$ cat config.mk
export PLATFORM = sky130hd
export DESIGN_NAME = square_matrix_multiply
export DESIGN_NICKNAME = d
export VERILOG_FILES = /design/src/rtl/smm_pkg.sv /design/src/rtl/smm_ctrl.sv /design/src/rtl/smm_dp.sv /design/src/rtl/square_matrix_multiply.sv
export SDC_FILE = /design/constraint.sdc
export NUM_CORES = 2
export LEC_CHECK = 0
export ABC_AREA = 1
export BUFFER_PORTS_ARGS = -buffer_cell sky130_fd_sc_hd__buf_2
export CORE_ASPECT_RATIO = 0.6
export CORE_MARGIN = 2
export CORE_UTILIZATION = 46
export CTS_CLUSTER_SIZE = 28
export DETAILED_ROUTE_END_ITERATION = 10
export GPL_TIMING_DRIVEN = 0
export PLACE_DENSITY_LB_ADDON = 0.05
export SYNTH_ARGS = -nofsm -noshare
export SYNTH_HDL_FRONTEND = slang
export SYNTH_SLANG_ARGS = --single-unit
$ cat constraint.sdc
create_clock -name clk -period 6.6 [get_ports clk]
set_clock_uncertainty 0.15 [all_clocks]
set_input_delay 0 -clock clk [delete_from_list [all_inputs] [get_ports clk]]
set_output_delay 0 -clock clk [all_outputs]
set_load 0.05 [all_outputs]
$ cat src/rtl/smm_pkg.sv
package smm_pkg;

  localparam int MAX_ORDER = 8;
  localparam int IDX_W     = (MAX_ORDER > 1) ? $clog2(MAX_ORDER) : 1;
  localparam int N_W       = IDX_W + 1;
  localparam int ADDR_W    = 2 * IDX_W;
  localparam int DEPTH     = MAX_ORDER * MAX_ORDER;
  localparam int CNT_W     = ADDR_W + 1;

  localparam int ORDER_W   = 4;
  localparam logic [ORDER_W-1:0] ORDER_RESET = 4'd8;

  localparam int ELEM_W    = 16;
  localparam int PROD_W    = 2 * ELEM_W;
  localparam int SUM_W     = 35;
  localparam int IN_TDATA_W  = 2 * ELEM_W;
  localparam int OUT_TDATA_W = ((SUM_W + 7) / 8) * 8;

  typedef struct packed {
    logic              wr_en;
    logic [ADDR_W-1:0] wr_addr;
    logic              rd_en;
    logic [ADDR_W-1:0] a_addr;
    logic [ADDR_W-1:0] b_addr;
    logic              first_term;
    logic              last_term;
    logic              last_elem;
  } dp_cmd_t;

endpackage

$ cat src/rtl/smm_ctrl.sv
module smm_ctrl
  import smm_pkg::*;
(
  input  logic               clk,
  input  logic               rst,
  input  logic               cfg_wr_en,
  input  logic [ORDER_W-1:0] cfg_wr_data,
  input  logic               s_tvalid,
  output logic               s_tready,
  input  logic               busy,
  output dp_cmd_t            cmd
);

  localparam logic [1:0] ST_LOAD  = 2'd0;
  localparam logic [1:0] ST_ISSUE = 2'd1;
  localparam logic [1:0] ST_DRAIN = 2'd2;

  logic [1:0]         state, state_next;
  logic [ORDER_W-1:0] order_in_use;
  logic [CNT_W-1:0]   load_count, load_count_next;
  logic [IDX_W-1:0]   row, row_next;
  logic [IDX_W-1:0]   col, col_next;
  logic [IDX_W-1:0]   term, term_next;
  logic [ADDR_W-1:0]  a_ptr, a_ptr_next;
  logic [ADDR_W-1:0]  b_ptr, b_ptr_next;
  logic [ADDR_W-1:0]  row_base, row_base_next;

  logic [N_W-1:0]     n;
  logic [IDX_W-1:0]   nm1;
  logic [CNT_W-1:0]   total;
  logic               elem_last;

  always_comb begin
    if (order_in_use == '0) begin
      n = N_W'(1);
    end else if (int'(order_in_use) > MAX_ORDER) begin
      n = N_W'(MAX_ORDER);
    end else begin
      n = N_W'(order_in_use);
    end
  end

  assign nm1       = IDX_W'(n - 1'b1);
  assign total     = CNT_W'(n) * CNT_W'(n);
  assign elem_last = (row == nm1) && (col == nm1);
  assign s_tready  = (state == ST_LOAD);

  always_comb begin
    state_next      = state;
    load_count_next = load_count;
    row_next        = row;
    col_next        = col;
    term_next       = term;
    a_ptr_next      = a_ptr;
    b_ptr_next      = b_ptr;
    row_base_next   = row_base;
    cmd             = '0;
    unique case (state)
      ST_LOAD: begin
        if (s_tvalid) begin
          cmd.wr_en   = 1'b1;
          cmd.wr_addr = load_count[ADDR_W-1:0];
          if (CNT_W'(load_count + 1'b1) == total) begin
            load_count_next = '0;
            row_next        = '0;
            col_next        = '0;
            term_next       = '0;
            a_ptr_next      = '0;
            b_ptr_next      = '0;
            row_base_next   = '0;
            state_next      = ST_ISSUE;
          end else begin
            load_count_next = load_count + 1'b1;
          end
        end
      end
      ST_ISSUE: begin
        cmd.rd_en      = 1'b1;
        cmd.a_addr     = a_ptr;
        cmd.b_addr     = b_ptr;
        cmd.first_term = (term == '0);
        cmd.last_term  = (term == nm1);
        cmd.last_elem  = elem_last;
        a_ptr_next     = a_ptr + 1'b1;
        b_ptr_next     = b_ptr + ADDR_W'(n);
        term_next      = term + 1'b1;
        if (term == nm1) begin
          state_next = ST_DRAIN;
        end
      end
      ST_DRAIN: begin
        if (!busy) begin
          if (elem_last) begin
            state_next = ST_LOAD;
          end else begin
            term_next  = '0;
            state_next = ST_ISSUE;
            if (col == nm1) begin
              col_next      = '0;
              row_next      = row + 1'b1;
              row_base_next = row_base + ADDR_W'(n);
              a_ptr_next    = row_base + ADDR_W'(n);
              b_ptr_next    = '0;
            end else begin
              col_next   = col + 1'b1;
              a_ptr_next = row_base;
              b_ptr_next = ADDR_W'(col) + 1'b1;
            end
          end
        end
      end
      default: begin
        state_next = ST_LOAD;
      end
    endcase
  end

  always_ff @(posedge clk) begin
    if (rst) begin
      state        <= ST_LOAD;
      order_in_use <= ORDER_RESET;
      load_count   <= '0;
      row          <= '0;
      col          <= '0;
      term         <= '0;
      a_ptr        <= '0;
      b_ptr        <= '0;
      row_base     <= '0;
    end else begin
      state    <= state_next;
      row      <= row_next;
      col      <= col_next;
      term     <= term_next;
      a_ptr    <= a_ptr_next;
      b_ptr    <= b_ptr_next;
      row_base <= row_base_next;
      if (cfg_wr_en) begin
        order_in_use <= cfg_wr_data;
        load_count   <= '0;
      end else begin
        load_count <= load_count_next;
      end
    end
  end

endmodule

$ cat src/rtl/smm_dp.sv
module smm_dp
  import smm_pkg::*;
(
  input  logic                     clk,
  input  logic                     rst,
  input  dp_cmd_t                  cmd,
  input  logic signed [ELEM_W-1:0] a_element,
  input  logic signed [ELEM_W-1:0] b_element,
  output logic                     m_tvalid,
  input  logic                     m_tready,
  output logic signed [SUM_W-1:0]  product_element,
  output logic                     last_element,
  output logic                     busy
);

  logic signed [ELEM_W-1:0] left_store  [DEPTH];
  logic signed [ELEM_W-1:0] right_store [DEPTH];

  logic signed [ELEM_W-1:0] a_q, b_q;
  logic                     s1_valid, s1_first, s1_last, s1_elast;
  logic signed [PROD_W-1:0] prod;
  logic                     s2_valid, s2_first, s2_last, s2_elast;
  logic signed [SUM_W-1:0]  acc, acc_sum;

  assign acc_sum = s2_first ? SUM_W'(prod) : acc + SUM_W'(prod);
  assign busy    = s1_valid | s2_valid | m_tvalid;

  always_ff @(posedge clk) begin
    if (cmd.wr_en) begin
      left_store[cmd.wr_addr]  <= a_element;
      right_store[cmd.wr_addr] <= b_element;
    end
    if (cmd.rd_en) begin
      a_q <= left_store[cmd.a_addr];
      b_q <= right_store[cmd.b_addr];
    end
  end

  always_ff @(posedge clk) begin
    s1_first <= cmd.first_term;
    s1_last  <= cmd.last_term;
    s1_elast <= cmd.last_elem;
    prod     <= a_q * b_q;
    s2_first <= s1_first;
    s2_last  <= s1_last;
    s2_elast <= s1_elast;
    if (s2_valid) begin
      acc <= acc_sum;
    end
    if (s2_valid && s2_last) begin
      product_element <= acc_sum;
      last_element    <= s2_elast;
    end
  end

  always_ff @(posedge clk) begin
    if (rst) begin
      s1_valid <= 1'b0;
      s2_valid <= 1'b0;
      m_tvalid <= 1'b0;
    end else begin
      s1_valid <= cmd.rd_en;
      s2_valid <= s1_valid;
      if (s2_valid && s2_last) begin
        m_tvalid <= 1'b1;
      end else if (m_tready) begin
        m_tvalid <= 1'b0;
      end
    end
  end

endmodule

$ cat src/rtl/square_matrix_multiply.sv
// Square matrix multiplier, signed Q4.12 elements in, exact Q11.24 sums out.
// Slave stream: one transaction per position in row-major order, carrying
// the element of A and the element of B at that position. The slave side is
// ready only while the block is loading; one transaction per cycle.
// After the n*n-th transaction the block computes and sends every element
// of C = A * B in row-major order on the master stream, tlast on the final
// one. Each product element goes through one multiply-accumulate unit fed
// by one read port on each element store.
// The unit waits for each result to be taken before starting the next, so a
// stalled receiver simply holds the block; nothing is dropped.
// cfg_wr_en writes the order (0 acts as 1, above 8 acts as 8) and abandons
// any partial load; write it only while idle.
// Reset: synchronous, clears the load count and sets the order to 8.
module square_matrix_multiply
  import smm_pkg::*;
(
  input  logic                   clk,
  input  logic                   rst,
  input  logic                   cfg_wr_en,
  input  logic [ORDER_W-1:0]     cfg_wr_data,
  input  logic                   s_tvalid,
  output logic                   s_tready,
  input  logic [IN_TDATA_W-1:0]  s_tdata,  // a_element, b_element
  output logic                   m_tvalid,
  input  logic                   m_tready,
  output logic [OUT_TDATA_W-1:0] m_tdata,  // product_element, zero pad
  output logic                   m_tlast   // last_element
);

  dp_cmd_t                  cmd;
  logic                     busy;
  logic signed [SUM_W-1:0]  product_element;

  smm_ctrl u_ctrl (
    .clk         (clk),
    .rst         (rst),
    .cfg_wr_en   (cfg_wr_en),
    .cfg_wr_data (cfg_wr_data),
    .s_tvalid    (s_tvalid),
    .s_tready    (s_tready),
    .busy        (busy),
    .cmd         (cmd)
  );

  smm_dp u_dp (
    .clk             (clk),
    .rst             (rst),
    .cmd             (cmd),
    .a_element       (s_tdata[ELEM_W-1:0]),
    .b_element       (s_tdata[2*ELEM_W-1:ELEM_W]),
    .m_tvalid        (m_tvalid),
    .m_tready        (m_tready),
    .product_element (product_element),
    .last_element    (m_tlast),
    .busy            (busy)
  );

  assign m_tdata = OUT_TDATA_W'(unsigned'(product_element));

`ifndef SYNTH
  a_load_excl_out: assert property (@(posedge clk) disable iff (rst)
    !(s_tready && m_tvalid))
    else $error("load accepted while a result is pending");

  a_read_not_loading: assert property (@(posedge clk) disable iff (rst)
    cmd.rd_en |-> !s_tready)
    else $error("store read during load");

  a_write_idle: assert property (@(posedge clk) disable iff (rst)
    cmd.wr_en |-> !busy)
    else $error("store written while datapath busy");

  a_reset_load: assert property (@(posedge clk)
    rst |=> s_tready)
    else $error("not loading after reset");
`endif

endmodule
Word-level counts from Yosys, hierarchy flattened
Memory sizes are Yosys's and may differ from the RTL's. A register that Yosys moved wholly into a read port is not among the register bits.
Index checks and enable logic that the tools add are counted.

word-level totals
  bits of input ports = 41
  memories = 2
  latch bits = 0
  logic and storage cells = 106
  bits in writable memories = 2048
  ROM bits = 0
  flip-flop bits (word level) = 152
  output and inout bits = 43

memory list
  name              words  bits a word  read ports  clocked after memory_dff  write ports  line          source
  u_dp.left_store   64     16           1           1                         1            smm_dp.sv:16  logic signed [ELEM_W-1:0] left_store [DEPTH];
  u_dp.right_store  64     16           1           1                         1            smm_dp.sv:17  logic signed [ELEM_W-1:0] right_store [DEPTH];

cells by class
  multiplexer cells = 41
  add/sub/neg operators = 10
  bitwise operators = 2
  div/mod/pow operators = 0
  $mul = 2
  reduce and logical (&&, ||, !) cells = 14
  eq/ne operators = 12
  $lt $le $gt $ge = 1
  shift operators = 0

operators by type and width
  kind                                                   count
  2-to-1 mux 6 bit                                       8
  one-hot mux 6 bit (3 select lines)                     2
  adder 35 x 32 -> 35 bit                                1
  2-to-1 mux 35 bit                                      1
  multiplier 16 x 16 -> 32 bit                           1
  2-to-1 mux 3 bit                                       10
  2-to-1 mux 7 bit                                       3
  2-to-1 mux 16 bit                                      1
  adder 6 x 4 -> 6 bit                                   2
  one-hot mux 3 bit (2 select lines)                     2
  one-hot mux 6 bit (2 select lines)                     1
  AND reduction 5 bit                                    2
  adder 3 x 1 -> 3 bit, second input constant            3
  equality test 3 bit                                    3
  one-hot mux 3 bit (3 select lines)                     1
  2-to-1 mux 2 bit                                       4
  2-to-1 mux 4 bit                                       2
  adder 7 x 1 -> 7 bit, second input constant            1
  equality test 7 bit                                    1
  multiplier 4 x 4 -> 7 bit                              1
  adder 6 x 1 -> 6 bit, second input constant            1
  inequality test 2 x 1 -> 1 bit, second input constant  3
  inequality test 2 bit, second input constant           3
  one-hot mux 2 bit (3 select lines)                     1
  17 further kinds                                       24

Depth between registers and ports, before layout
  word-level depth = 9
  gate-level depth with buffers = 26
  mapped depth without buffers = 24

Cells and area by module
From an unflattened synthesis, not the netlist that was laid out.

second synthesis, totals
  cell total of the unflattened synthesis = 9028
  area, all modules = 101798.9 sq um

by module, submodules not included
  module                  times used  area each (sq um)  seq. area each (sq um)  cells an instance
  smm_dp                  1           98389.4            65412.7                 8472
  smm_ctrl                1           3368.2             800.8                   550
  square_matrix_multiply  1           41.3               0.0                     6

Worst setup path after synthesis
Ideal clock, no wire load.

  path type = register to register
  start point = reg u_dp.a_q[15], read port of u_dp.left_store
  end point = reg u_dp.prod[31]
  required time = 6.378 ns
  period minus slack after synthesis = 5.731 ns
  slack = 0.869 ns
  setup time = 0.072 ns
  arrival = 5.510 ns
  cell stages (with the launch flop) = 19
  buffers on the path = 1
  cell sequence = edfxtp_1 -> clkbuf_1 -> nand2_1 -> inv_1 -> fa_1 -> fa_1 -> inv_1 -> fa_1 -> fa_1 -> fa_1 -> fa_1 -> inv_1 -> ha_1 -> nand2_1 -> nor2_1 -> nand4_1 -> or2_2 -> nand3_1 -> xor2_1

on the way
  cells in the longest elaborated chain, start to end = 1

RTL lines
  item                          line          source
  from (decl)                   smm_dp.sv:19  logic signed [ELEM_W-1:0] a_q, b_q;
  multiplier 16 x 16 -> 32 bit  smm_dp.sv:43  prod <= a_q * b_q;
  to (signal assigned)          smm_dp.sv:43
  to (decl)                     smm_dp.sv:21  logic signed [PROD_W-1:0] prod;

Every way passes these cells.
A chain may end at the register's enable or synchronous reset.

Worst setup path after layout
  start point = reg u_dp.a_q[6], read port of u_dp.left_store
  end point = reg u_dp.prod[30]

The elaborated chain is that of the path after synthesis.

==> impl_metrics.tcl <==
set metrics [dict create \
    yosys.area.top_type "edfxtp_1" \
    die_width_um 610 \
    cp-end-kind "register" \
    io_buffers 77 \
    globalRouteTotalUtil_pct 31.4 \
    cp-start-kind "register" \
    ys_seq_elements 2232 \
    clock.fmax_mhz 156 \
    yosysMostFrequentCell "edfxtp_1" \
    peakVddDrop_uv 207 \
    stdcell_area_mm2 0.116 \
    place_area_mm2 0.108 \
    setup_ws_ns 0.204 \
    overflow 0 \
    syn_inst 8719 \
    cts.path.max_buffers 4 \
    hold-worst-slack_ns 0.0639 \
    fill_cells 18900 \
    grt_max_degree 65 \
    initial_core_util_pct 46.3 \
    ys_top_cells_by_count "edfxtp_1 (2151), nor2_1 (1794), nand2_1 (946)" \
    period_minus_slack_ns 6.40 \
    rows 133 \
    ios 84 \
    setup.worst_path.start "u_dp.a_q[6]$_DFFE_PP_" \
    hpwl_um 260000 \
    via_count 71800 \
    ys_async_sr_fraction_pct 0 \
    critical_path_class "reg -> reg" \
    slew_violations 4 \
    insertion_delay_ns 0.90 \
    relSlewSlack_pct -9.95 \
    drive_gt1_share_pct 9.20 \
    cp_max_fo 10 \
    cts_tree "done" \
    htreeDepth 4 \
    wl_per_cell_um 29.0 \
    die_h_um 368 \
    syn_area_mm2 0.101 \
    first_pass_iters 6 \
    area_growth_pct 14.3 \
    hold_path_startpoint "s_tdata[10]" \
    ys.flop_type "edfxtp_1" \
    antenna_found_initial 17 \
    die_area_mm2 0.224 \
    finalSetupViolCount 0 \
    worstPathArrival_ns 6.98 \
    tightest_slew_ns 1.63 \
    setup_tns_ns 0 \
    hold_path_class "in -> reg" \
    crit_required_ns 7.19 \
    clk_pin_slew_ns 0.07 \
    ys_seq_area_share_pct 65.3 \
    cts.sinks 2232 \
    drt-vias-per-instance 5.85 \
    yosysWarnings 0 \
    grt_first_pass_wirelength_um 497000 \
    reg2reg_from "u_dp.a_q[6]$_DFFE_PP_" \
    synth_top_area_share_pct 63.7 \
    synth_cell_types 51 \
    synth_edf_count 2151 \
    ys_top_cells_by_area "edfxtp_1 (64%), nor2_1 (6.6%), fa_1 (5.3%), nand2_1 (3.5%), o21ai_0 (2.5%)" \
    rsz0062_at_grt "true" \
    hold_viol 0 \
    status "finished with violations" \
    postRouteAntennaNets 0 \
    wl_um 356000 \
    synth.avg_cell_area_um2 11.6 \
    gp_congestion 0.996 \
    violations "capacitance limit, slew limit" \
    numCtsBuffers 213 \
    dp_slack_ns -1.36 \
    p_per_area_mw_per_mm2 276 \
    finalNetCount 9655 \
    cap_viol_max_count 2 \
    coreArea_mm2 0.219 \
    leakage_nw 41.8 \
    cts_root_buf "clkbuf_16" \
    min_period_over_period_pct 96.9 \
    grt_pass1_vias 65700 \
    drc 0 \
    drt-initial-drc-count 11500 \
]
-- state kept, by name, summed over array words and instances (netlist names), 2 cells and up --
signal                flops
u_dp.product_element     35
u_dp.left_store        1024
u_dp.right_store       1024
u_ctrl.row                3
u_dp.acc                 35
u_dp.a_q                 16
u_dp.b_q                 16
u_ctrl.state              2
u_ctrl.col                3
u_ctrl.b_ptr              6
u_ctrl.row_base           6
u_ctrl.load_count         7
u_dp.prod                32
u_ctrl.a_ptr              6
u_ctrl.order_in_use       4
u_ctrl.term               3
-- cells by family (layout without fill, tap and decap cells) --
logic type	Yosys count	count (layout)	synth area share (%)
DFF	2232	2232	65.3
adders and majority gates	406	406	6.98
other	1	13	0.00370
buffers and inverters	1190	1827	4.72
AOI/OAI and AO/OA	1577	1577	9.64
xor gates and xnor gates	50	50	0.432
and+or+nand+nor	3263	3263	12.9
-- metrics by stage --
step | power [mW] | utilization [%] | std cells
2_1_floorplan | 18.6 | - | 8725
3_3_place_gp | 20.1 | 48.1 | 11700
3_5_place_dp | 20.1 | 49.4 | 11800
4_1_cts | 32.0 | 52.7 | 12200
5_1_grt | 33.0 | 52.9 | 12300
6_report | 32.0 | 52.9 | 12300
-- report_power, final --
group	internal, mW	switching, mW	total, mW
clock network	6.47	5.48	11.9
registers	15.8	0.115	15.9
logic	1.34	2.82	4.16
-- layer usage --
metal  vias up  track usage [%]  part of all wire (%)
li1      31600                -                     -
met1     36000             52.6                    48
met2      3855             37.8                    36
met3       382             11.1                    15
met4         2             5.30                   1.7
met5         -                0                0.0020
-- final timing paths --
| kind | endpoint | slack, ns | cells after the start |
|---|---|---|---|
| min reg2reg | u_dp.s2_elast$_DFF_P_ | 0.18 | 0 |
| max | u_dp.prod[30]$_DFF_P_ | 0.20 | 24 |
| min | u_dp.left_store[43][10]$_DFFE_PP_ | 0.06 | 3 |
| max reg2reg | u_dp.prod[30]$_DFF_P_ | 0.20 | 24 |
-- timing repair --
item / 4_1_cts / 5_1_grt
setup endpoints to repair: 19 / 14
resized for setup: 37 / 35
hold buffers: 78 / 0
pin swaps: 1 / 3
cloned: 0 / 0
buffers inserted: 13 / 31
hold endpoints to repair: 2080 / 0
-- area by class of cell --
cell class | instances | area (um2) | area share (%)
antenna | 6 | 15.0 | 0.0130
clock inverter | 97 | 726 | 0.627
buffer | 494 | 2230 | 1.93
inverter | 669 | 2520 | 2.18
multi-input combinational | 5303 | 30900 | 26.7
sequential | 2232 | 66200 | 57.2
tap | 2902 | 3630 | 3.13
timing repair buffer | 295 | 3820 | 3.30
clock buffer | 272 | 5750 | 4.96
-- critical path: stages (launching register included) --
cell and delay (ns):
edfxtp_1 0.45, buf_2 0.40, nand2_1 0.08, inv_1 0.08, fa_1 0.45, fa_1 0.57
ha_1 0.14, inv_1 0.04, fa_1 0.47, inv_1 0.05, fa_1 0.53, inv_1 0.05
fa_1 0.47, inv_1 0.04, ha_1 0.34, nand2_1 0.23, nor2_1 0.11, nor2_1 0.10
nand2_1 0.10, a21oi_1 0.63, o21bai_1 0.37, nand3b_1 0.22, nand2_1 0.07, nand2_1 0.05
nand2_1 0.04
-- placed cells by master (no fill, tap or decap), drive strengths merged, types with 266 or more instances in the layout --
master,instances
fa,266
clkbuf,534
a21oi,297
buf,449
nand3,344
edfxtp,2151
nand2,967
nor2,1799
inv,669
o21ai,585
(Power assumes the default switching activity.)
